===== config.mk =====
export PLATFORM = sky130hd
export DESIGN_NAME = line_position_centroid
export DESIGN_NICKNAME = d
export VERILOG_FILES = /design/src/rtl/lpc_pkg.sv /design/src/rtl/lpc_ctrl.sv /design/src/rtl/lpc_datapath.sv /design/src/rtl/line_position_centroid.sv
export SDC_FILE = /design/constraint.sdc
export NUM_CORES = 1
export LEC_CHECK = 0
export BUFFER_PORTS_ARGS = -buffer_cell sky130_fd_sc_hd__buf_2
export CAP_MARGIN = 20
export CORE_MARGIN = 1
export CORE_UTILIZATION = 40
export DETAILED_ROUTE_END_ITERATION = 8
export PLACE_DENSITY = 0.64
export RECOVER_POWER = 50
export SYNTH_ARGS = -nofsm -noshare
export SYNTH_HDL_FRONTEND = slang
export SYNTH_SLANG_ARGS = --single-unit

===== constraint.sdc =====
create_clock -name aclk -period 8.22 [get_ports aclk]
set_input_delay 0.822 -clock aclk [delete_from_list [all_inputs] [get_ports aclk]]
set_output_delay 0.822 -clock aclk [all_outputs]
set_load 0.01 [all_outputs]

===== src/rtl/lpc_pkg.sv =====
// shared types, constants and weight table for the line position centroid block
package lpc_pkg;

    localparam int SENSOR_COUNT = 8;
    localparam int POS_BITS     = 14;
    localparam int FRAC_BITS    = 10;
    localparam int QUOT_BITS    = 13;
    localparam int CNT_W        = 4;
    localparam int SEL_W        = 3;

    typedef enum logic [4:0] {
        ST_IDLE = 5'b00001,
        ST_ACC  = 5'b00010,
        ST_PREP = 5'b00100,
        ST_DIV  = 5'b01000,
        ST_OUT  = 5'b10000
    } lpc_state_t;

    typedef struct packed {
        logic             load;
        logic             acc;
        logic [SEL_W-1:0] acc_idx;
        logic             div_init;
        logic             div_step;
        logic             finish;
    } lpc_cmd_t;

    typedef struct packed {
        logic out_full;
    } lpc_status_t;

    function automatic logic signed [3:0] lpc_weight(input logic [SEL_W-1:0] idx);
        logic signed [3:0] w;
        case (idx)
            3'd0:    w = -4'sd7;
            3'd1:    w = -4'sd6;
            3'd2:    w = -4'sd4;
            3'd3:    w = -4'sd1;
            3'd4:    w = 4'sd1;
            3'd5:    w = 4'sd4;
            3'd6:    w = 4'sd6;
            3'd7:    w = 4'sd7;
            default: w = 4'sd0;
        endcase
        return w;
    endfunction

endpackage


===== src/rtl/lpc_ctrl.sv =====
// sequencer: accept, accumulate over sensors, divide, hand off result
module lpc_ctrl (
    input  logic                aclk,
    input  logic                aresetn,
    input  logic                s_tvalid,
    output logic                s_tready,
    input  lpc_pkg::lpc_status_t sts,
    output lpc_pkg::lpc_cmd_t   cmd
);
    import lpc_pkg::*;

    lpc_state_t       state_reg, state_next;
    logic [CNT_W-1:0] cnt_reg, cnt_next;

    always_ff @(posedge aclk) begin
        if (!aresetn) begin
            state_reg <= ST_IDLE;
            cnt_reg   <= '0;
        end else begin
            state_reg <= state_next;
            cnt_reg   <= cnt_next;
        end
    end

    always_comb begin
        state_next   = state_reg;
        cnt_next     = cnt_reg;
        s_tready     = 1'b0;
        cmd          = '0;
        cmd.acc_idx  = cnt_reg[SEL_W-1:0];
        case (state_reg)
            ST_IDLE: begin
                s_tready = 1'b1;
                if (s_tvalid) begin
                    cmd.load   = 1'b1;
                    cnt_next   = '0;
                    state_next = ST_ACC;
                end
            end
            ST_ACC: begin
                cmd.acc = 1'b1;
                if (cnt_reg == CNT_W'(SENSOR_COUNT - 1)) begin
                    state_next = ST_PREP;
                end else begin
                    cnt_next = cnt_reg + 1'b1;
                end
            end
            ST_PREP: begin
                cmd.div_init = 1'b1;
                cnt_next     = '0;
                state_next   = ST_DIV;
            end
            ST_DIV: begin
                cmd.div_step = 1'b1;
                if (cnt_reg == CNT_W'(QUOT_BITS - 1)) begin
                    state_next = ST_OUT;
                end else begin
                    cnt_next = cnt_reg + 1'b1;
                end
            end
            ST_OUT: begin
                // wait for the output slot to free up
                if (!sts.out_full) begin
                    cmd.finish = 1'b1;
                    state_next = ST_IDLE;
                end
            end
            default: begin
                state_next = ST_IDLE;
            end
        endcase
    end

endmodule


===== src/rtl/lpc_datapath.sv =====
// sample registers, weighted and plain accumulators, serial divider, output register
module lpc_datapath #(
    parameter int SAMPLE_BITS = 12
) (
    input  logic                                   aclk,
    input  logic                                   aresetn,
    input  logic                                   cfg_wr_en,
    input  logic                                   cfg_wr_data,
    input  logic [lpc_pkg::SENSOR_COUNT*SAMPLE_BITS-1:0] s_tdata,
    input  lpc_pkg::lpc_cmd_t                      cmd,
    output lpc_pkg::lpc_status_t                   sts,
    output logic                                   m_tvalid,
    input  logic                                   m_tready,
    output logic [15:0]                            m_tdata,
    output logic                                   m_tuser
);
    import lpc_pkg::*;

    localparam int SW    = SAMPLE_BITS + 1;   // inverted sample can reach 2^bits
    localparam int WS_W  = SAMPLE_BITS + 7;   // signed weighted sum
    localparam int MAG_W = SAMPLE_BITS + 6;
    localparam int REM_W = SAMPLE_BITS + 4;   // plain sum width
    localparam int DROP  = QUOT_BITS - FRAC_BITS;

    logic                      invert_reg;
    logic [SW-1:0]             samp_reg [SENSOR_COUNT];
    logic signed [WS_W-1:0]    ws_reg;
    logic [REM_W-1:0]          plain_reg;
    logic                      neg_reg;
    logic [REM_W-1:0]          rem_reg;
    logic [QUOT_BITS-1:0]      dvd_reg;
    logic [QUOT_BITS-1:0]      quo_reg;
    logic signed [POS_BITS-1:0] last_reg;
    logic                      m_valid_reg;
    logic [POS_BITS-1:0]       pos_out_reg;
    logic                      held_reg;

    logic signed [WS_W-1:0]    samp_s, w_s, prod;
    logic [WS_W-1:0]           ws_abs;
    logic [MAG_W-1:0]          mag;
    logic [REM_W:0]            trial;
    logic                      fits;
    logic [POS_BITS-1:0]       quo_ext, pos_new;
    logic [SW-1:0]             full_scale;

    assign full_scale = {1'b1, {SAMPLE_BITS{1'b0}}};
    assign samp_s  = WS_W'($signed({1'b0, samp_reg[0]}));
    assign w_s     = WS_W'(lpc_weight(cmd.acc_idx));
    assign prod    = w_s * samp_s;
    assign ws_abs  = ws_reg[WS_W-1] ? WS_W'(-ws_reg) : WS_W'(ws_reg);
    assign mag     = ws_abs[MAG_W-1:0];
    assign trial   = {rem_reg, dvd_reg[QUOT_BITS-1]};
    assign fits    = trial >= {1'b0, plain_reg};
    assign quo_ext = {1'b0, quo_reg};
    assign pos_new = neg_reg ? POS_BITS'(-quo_ext) : quo_ext;

    always_ff @(posedge aclk) begin
        if (!aresetn) begin
            invert_reg <= 1'b0;
        end else if (cfg_wr_en) begin
            invert_reg <= cfg_wr_data;
        end
    end

    // samples shift toward slot 0 while accumulating
    always_ff @(posedge aclk) begin
        for (int i = 0; i < SENSOR_COUNT; i++) begin
            if (cmd.load) begin
                if (invert_reg) begin
                    samp_reg[i] <= full_scale - {1'b0, s_tdata[i*SAMPLE_BITS +: SAMPLE_BITS]};
                end else begin
                    samp_reg[i] <= {1'b0, s_tdata[i*SAMPLE_BITS +: SAMPLE_BITS]};
                end
            end else if (cmd.acc) begin
                if (i == SENSOR_COUNT - 1) begin
                    samp_reg[i] <= '0;
                end else begin
                    samp_reg[i] <= samp_reg[i+1];
                end
            end
        end
    end

    always_ff @(posedge aclk) begin
        if (cmd.load) begin
            ws_reg    <= '0;
            plain_reg <= '0;
        end else if (cmd.acc) begin
            ws_reg    <= ws_reg + prod;
            plain_reg <= plain_reg + REM_W'(samp_reg[0]);
        end
    end

    // restoring division of |ws| * 2^FRAC_BITS by the plain sum; the quotient stays below
    // 2^QUOT_BITS, so the remainder starts from the dividend's upper bits
    always_ff @(posedge aclk) begin
        if (cmd.div_init) begin
            neg_reg <= ws_reg[WS_W-1];
            rem_reg <= REM_W'(mag[MAG_W-1:DROP]);
            dvd_reg <= {mag[DROP-1:0], {FRAC_BITS{1'b0}}};
            quo_reg <= '0;
        end else if (cmd.div_step) begin
            rem_reg <= fits ? REM_W'(trial - {1'b0, plain_reg}) : trial[REM_W-1:0];
            dvd_reg <= {dvd_reg[QUOT_BITS-2:0], 1'b0};
            quo_reg <= {quo_reg[QUOT_BITS-2:0], fits};
        end
    end

    always_ff @(posedge aclk) begin
        if (!aresetn) begin
            last_reg <= '0;
        end else if (cmd.finish && plain_reg != '0) begin
            last_reg <= $signed(pos_new);
        end
    end

    always_ff @(posedge aclk) begin
        if (!aresetn) begin
            m_valid_reg <= 1'b0;
        end else if (cmd.finish) begin
            m_valid_reg <= 1'b1;
        end else if (m_tready) begin
            m_valid_reg <= 1'b0;
        end
    end

    always_ff @(posedge aclk) begin
        if (cmd.finish) begin
            if (plain_reg == '0) begin
                pos_out_reg <= last_reg;
                held_reg    <= 1'b1;
            end else begin
                pos_out_reg <= pos_new;
                held_reg    <= 1'b0;
            end
        end
    end

    assign sts.out_full = m_valid_reg && !m_tready;
    assign m_tvalid     = m_valid_reg;
    assign m_tdata      = {{(16 - POS_BITS){1'b0}}, pos_out_reg};
    assign m_tuser      = held_reg;

endmodule


===== src/rtl/line_position_centroid.sv =====
// top level: weighted centroid line position over eight reflectance sensors
// a request is accepted and loaded, the eight sensors are accumulated, the divider is set
// up, the restoring divider steps once per quotient bit and the result is loaded for output
// the accumulator adds one sensor a cycle and the divider finds one quotient bit a cycle; a
// new request is taken only after the result is loaded, which waits until the old one is taken
// reset: synchronous active-low aresetn clears the sequencer, output valid, the
// inversion mode and the stored last position
module line_position_centroid #(
    parameter int SAMPLE_BITS = 12
) (
    input  logic                                   aclk,
    input  logic                                   aresetn,
    input  logic                                   cfg_wr_en,
    input  logic                                   cfg_wr_data,   // invert_samples
    input  logic                                   s_tvalid,
    output logic                                   s_tready,
    // sample_0 .. sample_7, SAMPLE_BITS each, sample_0 lowest
    input  logic [8*SAMPLE_BITS-1:0]               s_tdata,
    output logic                                   m_tvalid,
    input  logic                                   m_tready,
    output logic [15:0]                            m_tdata,       // position[13:0], zero pad
    output logic                                   m_tuser        // held
);
    import lpc_pkg::*;

    lpc_cmd_t    cmd;
    lpc_status_t sts;

    lpc_ctrl u_ctrl (
        .aclk     (aclk),
        .aresetn  (aresetn),
        .s_tvalid (s_tvalid),
        .s_tready (s_tready),
        .sts      (sts),
        .cmd      (cmd)
    );

    lpc_datapath #(
        .SAMPLE_BITS (SAMPLE_BITS)
    ) u_datapath (
        .aclk        (aclk),
        .aresetn     (aresetn),
        .cfg_wr_en   (cfg_wr_en),
        .cfg_wr_data (cfg_wr_data),
        .s_tdata     (s_tdata),
        .cmd         (cmd),
        .sts         (sts),
        .m_tvalid    (m_tvalid),
        .m_tready    (m_tready),
        .m_tdata     (m_tdata),
        .m_tuser     (m_tuser)
    );

    // a result is only loaded into a free output slot
    assert property (@(posedge aclk) disable iff (!aresetn)
        cmd.finish |-> !(m_tvalid && !m_tready))
        else $error("result loaded over a waiting result");

    // at most one datapath command per cycle
    assert property (@(posedge aclk) disable iff (!aresetn)
        $onehot0({cmd.load, cmd.acc, cmd.div_init, cmd.div_step, cmd.finish}))
        else $error("overlapping datapath commands");

    // no new request is taken while an item is in work
    assert property (@(posedge aclk) disable iff (!aresetn)
        s_tready |-> !(cmd.acc || cmd.div_init || cmd.div_step || cmd.finish))
        else $error("request accepted during computation");

    // a finish hands the item back to idle
    assert property (@(posedge aclk) disable iff (!aresetn)
        cmd.finish |=> s_tready && m_tvalid)
        else $error("finish did not return to idle with a valid result");

endmodule

==> run_results.csv, run 1 <==
group,metric,value,unit
synthesis,async_flop_share,0,%
global_routing,grt.overflow.total,0,
synthesis,synthFlopType,"edfxtp_1",
synthesis,synth_area_leaders,"edfxtp_1 29%, dfxtp_1 11%, ha_1 7.0%, fa_1 5.6%, xor2_1 5.1%",
clock_network,cts_buffers,25,
sta,setup_tns,0,ps
floorplanning,die_w,192,µm
clock_network,cts_setup_buffers,0,
placed_design,hpwl,25300,µm
global_routing,antenna_found_initial,1,
cells_and_area,area_growth,12.2,%
pwr,power_leakage,0.00671,µW
synthesis,yosysSeqAreaShare,39.6,%
floorplanning,dieArea,0.0368,mm²
sta,fmax,191,MHz
cells_and_area,fill_cells,3392,
synthesis,synth.distinct_cells,65,
floorplanning,ios,121,
floorplanning,start_util,40.6,%
pwr,power_density,266,mW/mm²
clock_network,cts_tree,"built",
drt,wl_per_cell,16.2,µm
sta,period_minus_slack,5220,ps
global_routing,grt_pass1_wl,56300,µm
synthesis,yosysMostFrequentCell,"nor2_1",
synthesis,ys_seq_elements,216,
job,max-cap-violations,4,
global_routing,grt_max_degree,89,
synthesis,synth_top_area_share,28.7,%
run_status,status,"finished, violations left",
pwr,vdd_drop_max,197,µV
placed_design,port-buffer-count,118,
placed_design,globalplace.congestion,0.833,
clock_network,clk_latency,530,ps
clock_network,htreeDepth,1,
cells_and_area,diodes,0,
clock_network,cts_buffer_depth,3,
synthesis,synth_top_cell_by_area,"edfxtp_1",
sta,rsz0062_at_grt,"false",
synthesis,postSynthCellCount,1565,
floorplanning,coreArea,0.0355,mm²
sta,tightestPinTransition,3070,ps
worst_setup_path,critPathCaptureType,"flip-flop",
pwr,report.power.total,4310,µW
clock_network,hold_buffers,0,
drt,wirelength,34500,µm
worst_setup_path,cp-start-kind,"flip-flop",
global_routing,first_global_vias,11200,
sta,hold_violations,0,
drt,vias,11400,
clock_network,clk_pin_slew,60,ps
worst_setup_path,cp_data_required_time,8630,ps
run_status,violations,"capacitance limit, slew limit",
synthesis,synth_edf_count,138,
drt,viasPerCell,5.35,
drt,dr.pass1.iters,5,
drt,ant_nets,0,
synthesis,netlist_area,0.0144,mm²
floorplanning,num_rows,69,
worst_setup_path,cp.arrival,5630,ps
global_routing,grt_usage,18.9,%
cells_and_area,largest_reg_flops,104,
synthesis,yosys_warnings,0,
drt,drt_iter0_markers,647,
cells_and_area,final_nets,1875,
worst_setup_path,worst-path-max-fanout,65,
sta,setup_violations,0,
sta,drv_slew,206,
drt,drc,0,
synthesis,syn_area_per_cell,9.21,µm²
clock_network,cts_sinks,216,
synthesis,ys_top_cells_by_count,"169 x nor2_1, 138 x edfxtp_1, 137 x a21oi_1",
clock_network,cts_resized,0,
sta,finClkSkew,16.2,ps
hold_path,hp-class,"reg2reg",
clock_network,root_buffer,"clkbuf_16",
cells_and_area,drive_gt1_share,9.34,%
sta,slew_headroom,-105,%
sta,period_share,63.6,%
floorplanning,die_h,192,µm
worst_setup_path,worstSetupPathType,"reg2reg",
==> cells by family after synthesis <==
family	Yosys count	share of synthesized area, %
AOI/OAI and AO/OA	386	16.9
xor gates and xnor gates	142	8.63
adders and majority gates	121	12.6
buffers and inverters	188	5.12
DFF	216	39.6
muxes	14	0.981
other	1	0.0260
and+or+nand+nor	497	16.2
==> metrics by stage <==
step | instances | hold WS, ps | worst slack, ps | util, % | area, µm²
2_1_floorplan | 1566 | 406 | 3690 | - | 14400
3_3_place_gp | 2085 | 480 | 3330 | 43.4 | 15400
3_5_place_dp | 2086 | 488 | 3270 | 43.5 | 15400
4_1_cts | 2131 | 499 | 3170 | 45.8 | 16300
5_1_grt | 2131 | 512 | 2500 | 45.6 | 16200
6_report | 2131 | 500 | 3000 | 45.6 | 16200
==> worst max-delay path, stage by stage (launching register included) <==
cell	delay, ps
dfxtp_1	460
nor2_1	130
nand3_1	110
inv_1	70
and2_0	390
nor2_1	190
clkbuf_1	850
clkinvlp_2	1730
buf_4	890
o22ai_1	260
==> final cells by class <==
class,instances,area [µm²],share of cell area [%]
clock buffer,30,664,4.11
inverter,119,448,2.77
clock inverter,15,173,1.07
tap,461,577,3.57
multi-input combinational,1162,7960,49.2
sequential,216,5710,35.3
timing repair buffer,128,646,3.99
==> per-layer routing <==
metal  part of all wire, %  track usage (%)  up-vias  wire, µm
met1                    45             24.3     5424     15500
met5                 0.032                0        -        11
met2                    48             32.4      271     16500
met4                   2.3             5.40        2       799
met3                   5.1             3.11       52      1750
li1                      -                -     5648         -
==> cell usage in the layout (no fill, tap or decap), drive strengths merged, types with 11 or more instances in the layout <==
cell type  Yosys  final
fa            40     40
o22ai         19     19
nor2         171    171
a21o          11     11
a21oi        137    137
o31ai         37     37
o21ai         80     80
mux2i         13     13
nand2b        29     29
xor2          84     84
buf           19    106
a22o          12     12
nand3         18     18
inv          119    119
ha            81     81
dfxtp         78     78
nand2        132    132
nor2b         27     27
clkbuf        50     52
xnor2         58     58
nor3          22     22
edfxtp       138    138
and2          41     41
a211oi        20     20
or3           18     18
o41ai         12     12
==> final timing paths <==
check,start,endpoint,depth (start not counted),slack [ps]
worst max-delay path,u_ctrl.state_reg[1],u_datapath.plain_reg[8],9,3000
worst min-delay path,u_datapath.last_reg[9],u_datapath.last_reg[9],1,500
worst max register to register,u_ctrl.state_reg[1],u_datapath.plain_reg[8],9,3000
worst min register to register,u_datapath.last_reg[9],u_datapath.last_reg[9],1,500
==> report_power, final <==
part | leakage (µW) | switching [µW] | internal (µW)
Clock | 0.000406 | 455 | 698
Combinational | 0.00437 | 970 | 707
Sequential | 0.00193 | 133 | 1340
Power figures use the tool's default switching activity.
==> run 2: changes to the inputs <==
PLACE_DENSITY = 0.66   (was 0.64)
clock period = 4.2 ns   (was 8.22 ns; I/O delays follow)
==> run 2 against run 1 <==
  * Highest routed layer unchanged
  * Largest cell class unchanged
  * Sequential share of layout area down 0.64 points
  * The flow still finishes with violations (capacitance limit, slew limit)
  * Power rose by 100%
  * Maximum frequency is 26% higher
  * Clock power grew 88%
  * Largest power group unchanged
  * Register-to-register slack worse by 2900 ps
  * Sequential cell count did not move
  * Routed wire length grew 0.26%
  * Count of clock-buffer cells in the layout grew 5
==> run_results.csv, run 2 (synthesis results as in run 1) <==
group,metric,value,unit
run_status,status,"finished, violations left",
run_status,violations,"capacitance limit, slew limit",
hold_path,holdPathEnd,"u_datapath.invert_reg",
drt,wl_per_cell,16.0,µm
placed_design,globalplace.congestion,0.856,
cells_and_area,layout_common_cells,"170 x nor2_1, 138 x edfxtp_1, 135 x a21oi_1, 132 x nand2_1, 117 x inv_1",
worst_setup_path,reg2reg_to,"u_datapath.ws_reg[15]",
clock_network,cts_tree,"built",
global_routing,grt_usage,18.8,%
worst_setup_path,critPathSlowestCell,"fa_1",
sta,fmax,241,MHz
pwr,report.power.total,8780,µW
drt,viasPerCell,5.34,
sta,hold-worst-slack,164,ps
worst_setup_path,worstSetupPathType,"reg2reg",
global_routing,grt_max_degree,90,
placed_design,postPlaceCellArea,0.0156,mm²
cells_and_area,area_growth,14.4,%
worst_setup_path,slowest_delay,560,ps
hold_path,hold_depth,3,
clock_network,cts_buffers,26,
clock_network,root_buffer,"clkbuf_16",
drt,dr.pass1.iters,5,
floorplanning,die_w,192,µm
pwr,power_density,532,mW/mm²
hold_path,hp-class,"in2reg",
cells_and_area,largest_reg_flops,104,
floorplanning,ios,121,
sta,hold_violations,0,
global_routing,grt.overflow.total,0,
cells_and_area,diodes,0,
cells_and_area,fill_cells,3420,
worst_setup_path,worst-path-max-fanout,3,
drt,vias,11500,
sta,drv_slew,90,
sta,setup_violations,0,
cells_and_area,final_nets,1904,
global_routing,first_global_vias,11400,
sta,slew_headroom,-9.41,%
pwr,vdd_drop_max,453,µV
clock_network,cts_buffer_depth,3,
cells_and_area,fin_cells,2161,
clock_network,htreeDepth,1,
global_routing,busiest_layer,"met2",
pwr,power_leakage,0.00688,µW
sta,period_share,98.6,%
floorplanning,die_h,192,µm
cells_and_area,final_area,0.0165,mm²
worst_setup_path,cp_top_family,"adder cells",
global_routing,grt_use_met1,24.1,%
clock_network,clk_latency,520,ps
global_routing,met2_usage,32.8,%
worst_setup_path,critPathBufInv,2,
worst_setup_path,startpoint,"u_datapath.samp_reg[0][3]",
hold_path,hp-start,"cfg_wr_data",
placed_design,port-buffer-count,118,
worst_setup_path,cp.arrival,4530,ps
floorplanning,num_rows,69,
floorplanning,start_util,40.6,%
worst_setup_path,cp-start-kind,"flip-flop",
worst_setup_path,r2r_start,"u_datapath.samp_reg[0][3]",
global_routing,grt_pass1_wl,56100,µm
worst_setup_path,r2r_slack,60,ps
worst_setup_path,path_cells,"and2_4 > fa_1 > fa_1 > inv_1 > fa_1 > inv_1 > ha_4 > a211oi_4 > o21ai_2 > a31o_2 > a31o_2 > a21o_1 > a21oi_2 > xor2_1 > o22ai_1",
sta,finClkSkew,10.1,ps
cells_and_area,drive_gt1_share,12.6,%
floorplanning,dieArea,0.0368,mm²
floorplanning,coreArea,0.0355,mm²
worst_setup_path,cp_data_required_time,4590,ps
sta,tightestPinTransition,1640,ps
drt,drc,0,
clock_network,cts_sinks,216,
worst_setup_path,critPathCaptureType,"flip-flop",
placed_design,hpwl,25400,µm
worst_setup_path,crit_top_cell,"fa_1",
job,max-cap-violations,1,
clock_network,clk_pin_slew,60,ps
clock_network,hold_buffers,0,
drt,wirelength,34600,µm
drt,drt_iter0_markers,602,
cells_and_area,layout_commonest_cell,"nor2_1",
sta,period_minus_slack,4140,ps
global_routing,met3_usage,3.07,%
worst_setup_path,r2r_cells,15,
placed_design,placed_cells,2113,
drt,ant_nets,0,
global_routing,antenna_found_initial,3,
==> run 2: power breakdown <==
part | switching, µW | total, µW | internal (µW)
clock network | 880 | 2160 | 1280
logic | 2120 | 3790 | 1670
registers | 205 | 2830 | 2630
total | 3210 | 8780 | 5570
==> run 2: worst max-delay path by stage <==
stage / to / slack [ps] / cells after the start
6_report: u_datapath.ws_reg[15] / 60 / 15
3_3_place_gp: u_datapath.ws_reg[15] / -90 / 14
2_1_floorplan: u_datapath.ws_reg[18] / 0.2 / 16
5_1_grt: u_datapath.ws_reg[17] / -30 / 16
3_5_place_dp: u_datapath.ws_reg[15] / -170 / 15
4_1_cts: u_datapath.ws_reg[15] / -60 / 15
==> run 2: metrics by stage <==
stage	utilization [%]	setup slack, ps	TNS (ps)
after detailed placement	44.0	-172	-391
after CTS	46.3	-55.2	-55.2
after floorplan	-	0.246	0
final	46.5	59.0	0
after global routing	46.5	-29.5	-63.9
after global placement	44.0	-94.9	-173
==> run 2: layout make-up <==
class | count | area (µm²) | share of cell area (%)
Clock inverter | 12 | 82.6 | 0.501
Inverter | 119 | 447 | 2.71
Multi-Input combinational cell | 1162 | 8100 | 49.1
Clock buffer | 35 | 736 | 4.46
Sequential cell | 216 | 5710 | 34.6
Tap cell | 461 | 577 | 3.50
Timing Repair Buffer | 156 | 838 | 5.08
==> run 2: routing by layer <==
| metal | vias to the layer above | wire, µm |
|---|---|---|
| li1 | 5715 | - |
| met1 | 5495 | 15300 |
| met2 | 263 | 16700 |
| met3 | 55 | 1810 |
| met4 | 4 | 739 |
| met5 | - | 26 |
==> run 2: worst reg2reg max path, cell delays in order, from the launching register on <==
cell and delay (ps):
edfxtp_1 420, and2_4 190, fa_1 510, fa_1 560, inv_1 70, fa_1 560
inv_1 80, ha_4 190, a211oi_4 260, o21ai_2 90, a31o_2 250, a31o_2 250
a21o_1 180, a21oi_2 140, xor2_1 160, o22ai_1 100
==> run 2: repair_timing <==
item | 4_1_cts | 5_1_grt
endpoints found under the setup margin | 3 | 3
resized for setup | 6 | 30
gates cloned | 0 | 0
setup buffers | 0 | 1
pin swaps | 5 | 9
==> run 3: changes to the inputs <==
MAX_ROUTING_LAYER = met4   (was unset)
==> run 3 against run 2 <==
  * The run still ends with capacitance limit, slew limit left
  * Sequential power about the same
  * Power is essentially flat
  * Register-to-register slack about the same
  * Die area did not move
  * Final cell count grew 0.14%
  * Critical path depth unchanged
  * Routed wire length is 0.40% lower
  * Cell area about the same
  * Critical path type unchanged
==> run_results.csv, run 3 (synthesis results as in run 1) <==
group,metric,value,unit
run_status,status,"finished, violations left",
run_status,violations,"capacitance limit, slew limit",
clock_network,cts_sinks,216,
global_routing,first_global_vias,11400,
worst_setup_path,critPathCaptureType,"flip-flop",
sta,slew_headroom,-11.8,%
clock_network,root_buffer,"clkbuf_16",
sta,tightestPinTransition,1680,ps
global_routing,grt_pass1_wl,56100,µm
sta,fmax,242,MHz
floorplanning,ios,121,
pwr,vdd_drop_max,453,µV
sta,setup_tns,0,ps
sta,setup_violations,0,
clock_network,clk_latency,520,ps
drt,dr.pass1.iters,5,
drt,viasPerCell,5.32,
placed_design,globalplace.congestion,0.872,
job,max-cap-violations,2,
drt,ant_nets,0,
floorplanning,die_h,192,µm
sta,finClkSkew,10.5,ps
sta,period_minus_slack,4140,ps
worst_setup_path,worst-path-max-fanout,3,
drt,drt_iter0_markers,621,
clock_network,cts_buffers,26,
placed_design,hpwl,25400,µm
worst_setup_path,cp_data_required_time,4590,ps
drt,wirelength,34500,µm
global_routing,grt.overflow.total,0,
sta,hold-worst-slack,163,ps
clock_network,cts_buffer_depth,3,
drt,drc,0,
pwr,power_density,532,mW/mm²
drt,wl_per_cell,15.9,µm
floorplanning,num_rows,69,
cells_and_area,layout_commonest_cell,"nor2_1",
cells_and_area,area_growth,14.4,%
worst_setup_path,cp.arrival,4530,ps
drt,vias,11500,
cells_and_area,fill_cells,3420,
pwr,report.power.total,8770,µW
clock_network,htreeDepth,1,
floorplanning,die_w,192,µm
cells_and_area,drive_gt1_share,12.5,%
pwr,power_leakage,0.00688,µW
clock_network,cts_tree,"built",
cells_and_area,layout_common_cells,"170 x nor2_1, 138 x edfxtp_1, 135 x a21oi_1, 132 x nand2_1, 117 x inv_1",
cells_and_area,largest_reg_flops,104,
hold_path,hp-class,"in2reg",
global_routing,grt_max_degree,90,
global_routing,grt_usage,19.4,%
placed_design,port-buffer-count,118,
cells_and_area,final_nets,1904,
floorplanning,dieArea,0.0368,mm²
sta,drv_slew,130,
floorplanning,coreArea,0.0355,mm²
worst_setup_path,cp-start-kind,"flip-flop",
sta,period_share,98.5,%
clock_network,clk_pin_slew,60,ps
worst_setup_path,worstSetupPathType,"reg2reg",
floorplanning,start_util,40.6,%
global_routing,antenna_found_initial,3,
sta,hold_violations,0,
## run 3: changes by cell type in the layout (fill, tap and decap cells not counted), sizes merged
cell	previous run	this run
clkbuf	60	61
buf	131	130
diode	0	3
## run 3: repair_timing
item / 4_1_cts / 5_1_grt
buffers inserted: 0 / 1
pin swaps: 5 / 9
resized for setup: 6 / 30
hold buffers: 0 / 0
setup endpoints to repair: 3 / 3
## run 3: final timing paths
path | start | to | slack, ps | depth (start not counted)
max reg2reg | u_datapath.samp_reg[0][3] | u_datapath.ws_reg[15] | 60 | 15
min | cfg_wr_data | u_datapath.invert_reg | 160 | 3
min reg2reg | u_datapath.rem_reg[15] | u_datapath.rem_reg[15] | 490 | 2
max | u_datapath.samp_reg[0][3] | u_datapath.ws_reg[15] | 60 | 15
## run 3: area by class of cell
| cell class | count | area [µm²] | share of cell area, % |
|---|---|---|---|
| Antenna cell | 3 | 7.51 | 0.0455 |
| Clock buffer | 35 | 736 | 4.46 |
| Sequential cell | 216 | 5710 | 34.6 |
| Tap cell | 461 | 577 | 3.50 |
| Multi-Input combinational cell | 1162 | 8100 | 49.1 |
| Clock inverter | 12 | 82.6 | 0.501 |
| Timing Repair Buffer | 156 | 835 | 5.06 |
| Inverter | 119 | 447 | 2.71 |
## run 3: routing by layer
layer / global-route usage [%] / wire (µm) / vias up
met1: 24.1 / 15300 / 5486
met3: 3.00 / 1710 / 60
li1: - / - / 5718
met4: 4.76 / 752 / 0
met5: - / 0 / -
met2: 32.8 / 16700 / 252
## run 3: worst max-delay path: stages, from the launching register on
cell and delay, ps:
edfxtp_1 420, and2_4 190, fa_1 510, fa_1 560
inv_1 70, fa_1 560, inv_1 80, ha_4 190
a211oi_4 260, o21ai_2 90, a31o_2 250, a31o_2 260
a21o_1 180, a21oi_2 140, xor2_1 160, o22ai_1 100
## run 3: report_power, final
part           internal (µW)  switching [µW]  total (µW)  leakage (µW)
Sequential              2630             204        2830       0.00193
Combinational           1670            2120        3780       0.00454
Clock                   1280             881        2160      0.000404
## run 3: per-stage QoR
stage / setup WS [ps] / instances / util, % / cell area, µm²
2_1_floorplan: 0.246 / 1566 / - / 14400
3_3_place_gp: -94.9 / 2113 / 44.0 / 15600
3_5_place_dp: -172 / 2113 / 44.0 / 15600
4_1_cts: -55.2 / 2160 / 46.3 / 16400
5_1_grt: -28.4 / 2164 / 46.5 / 16500
6_report: 62.4 / 2164 / 46.5 / 16500
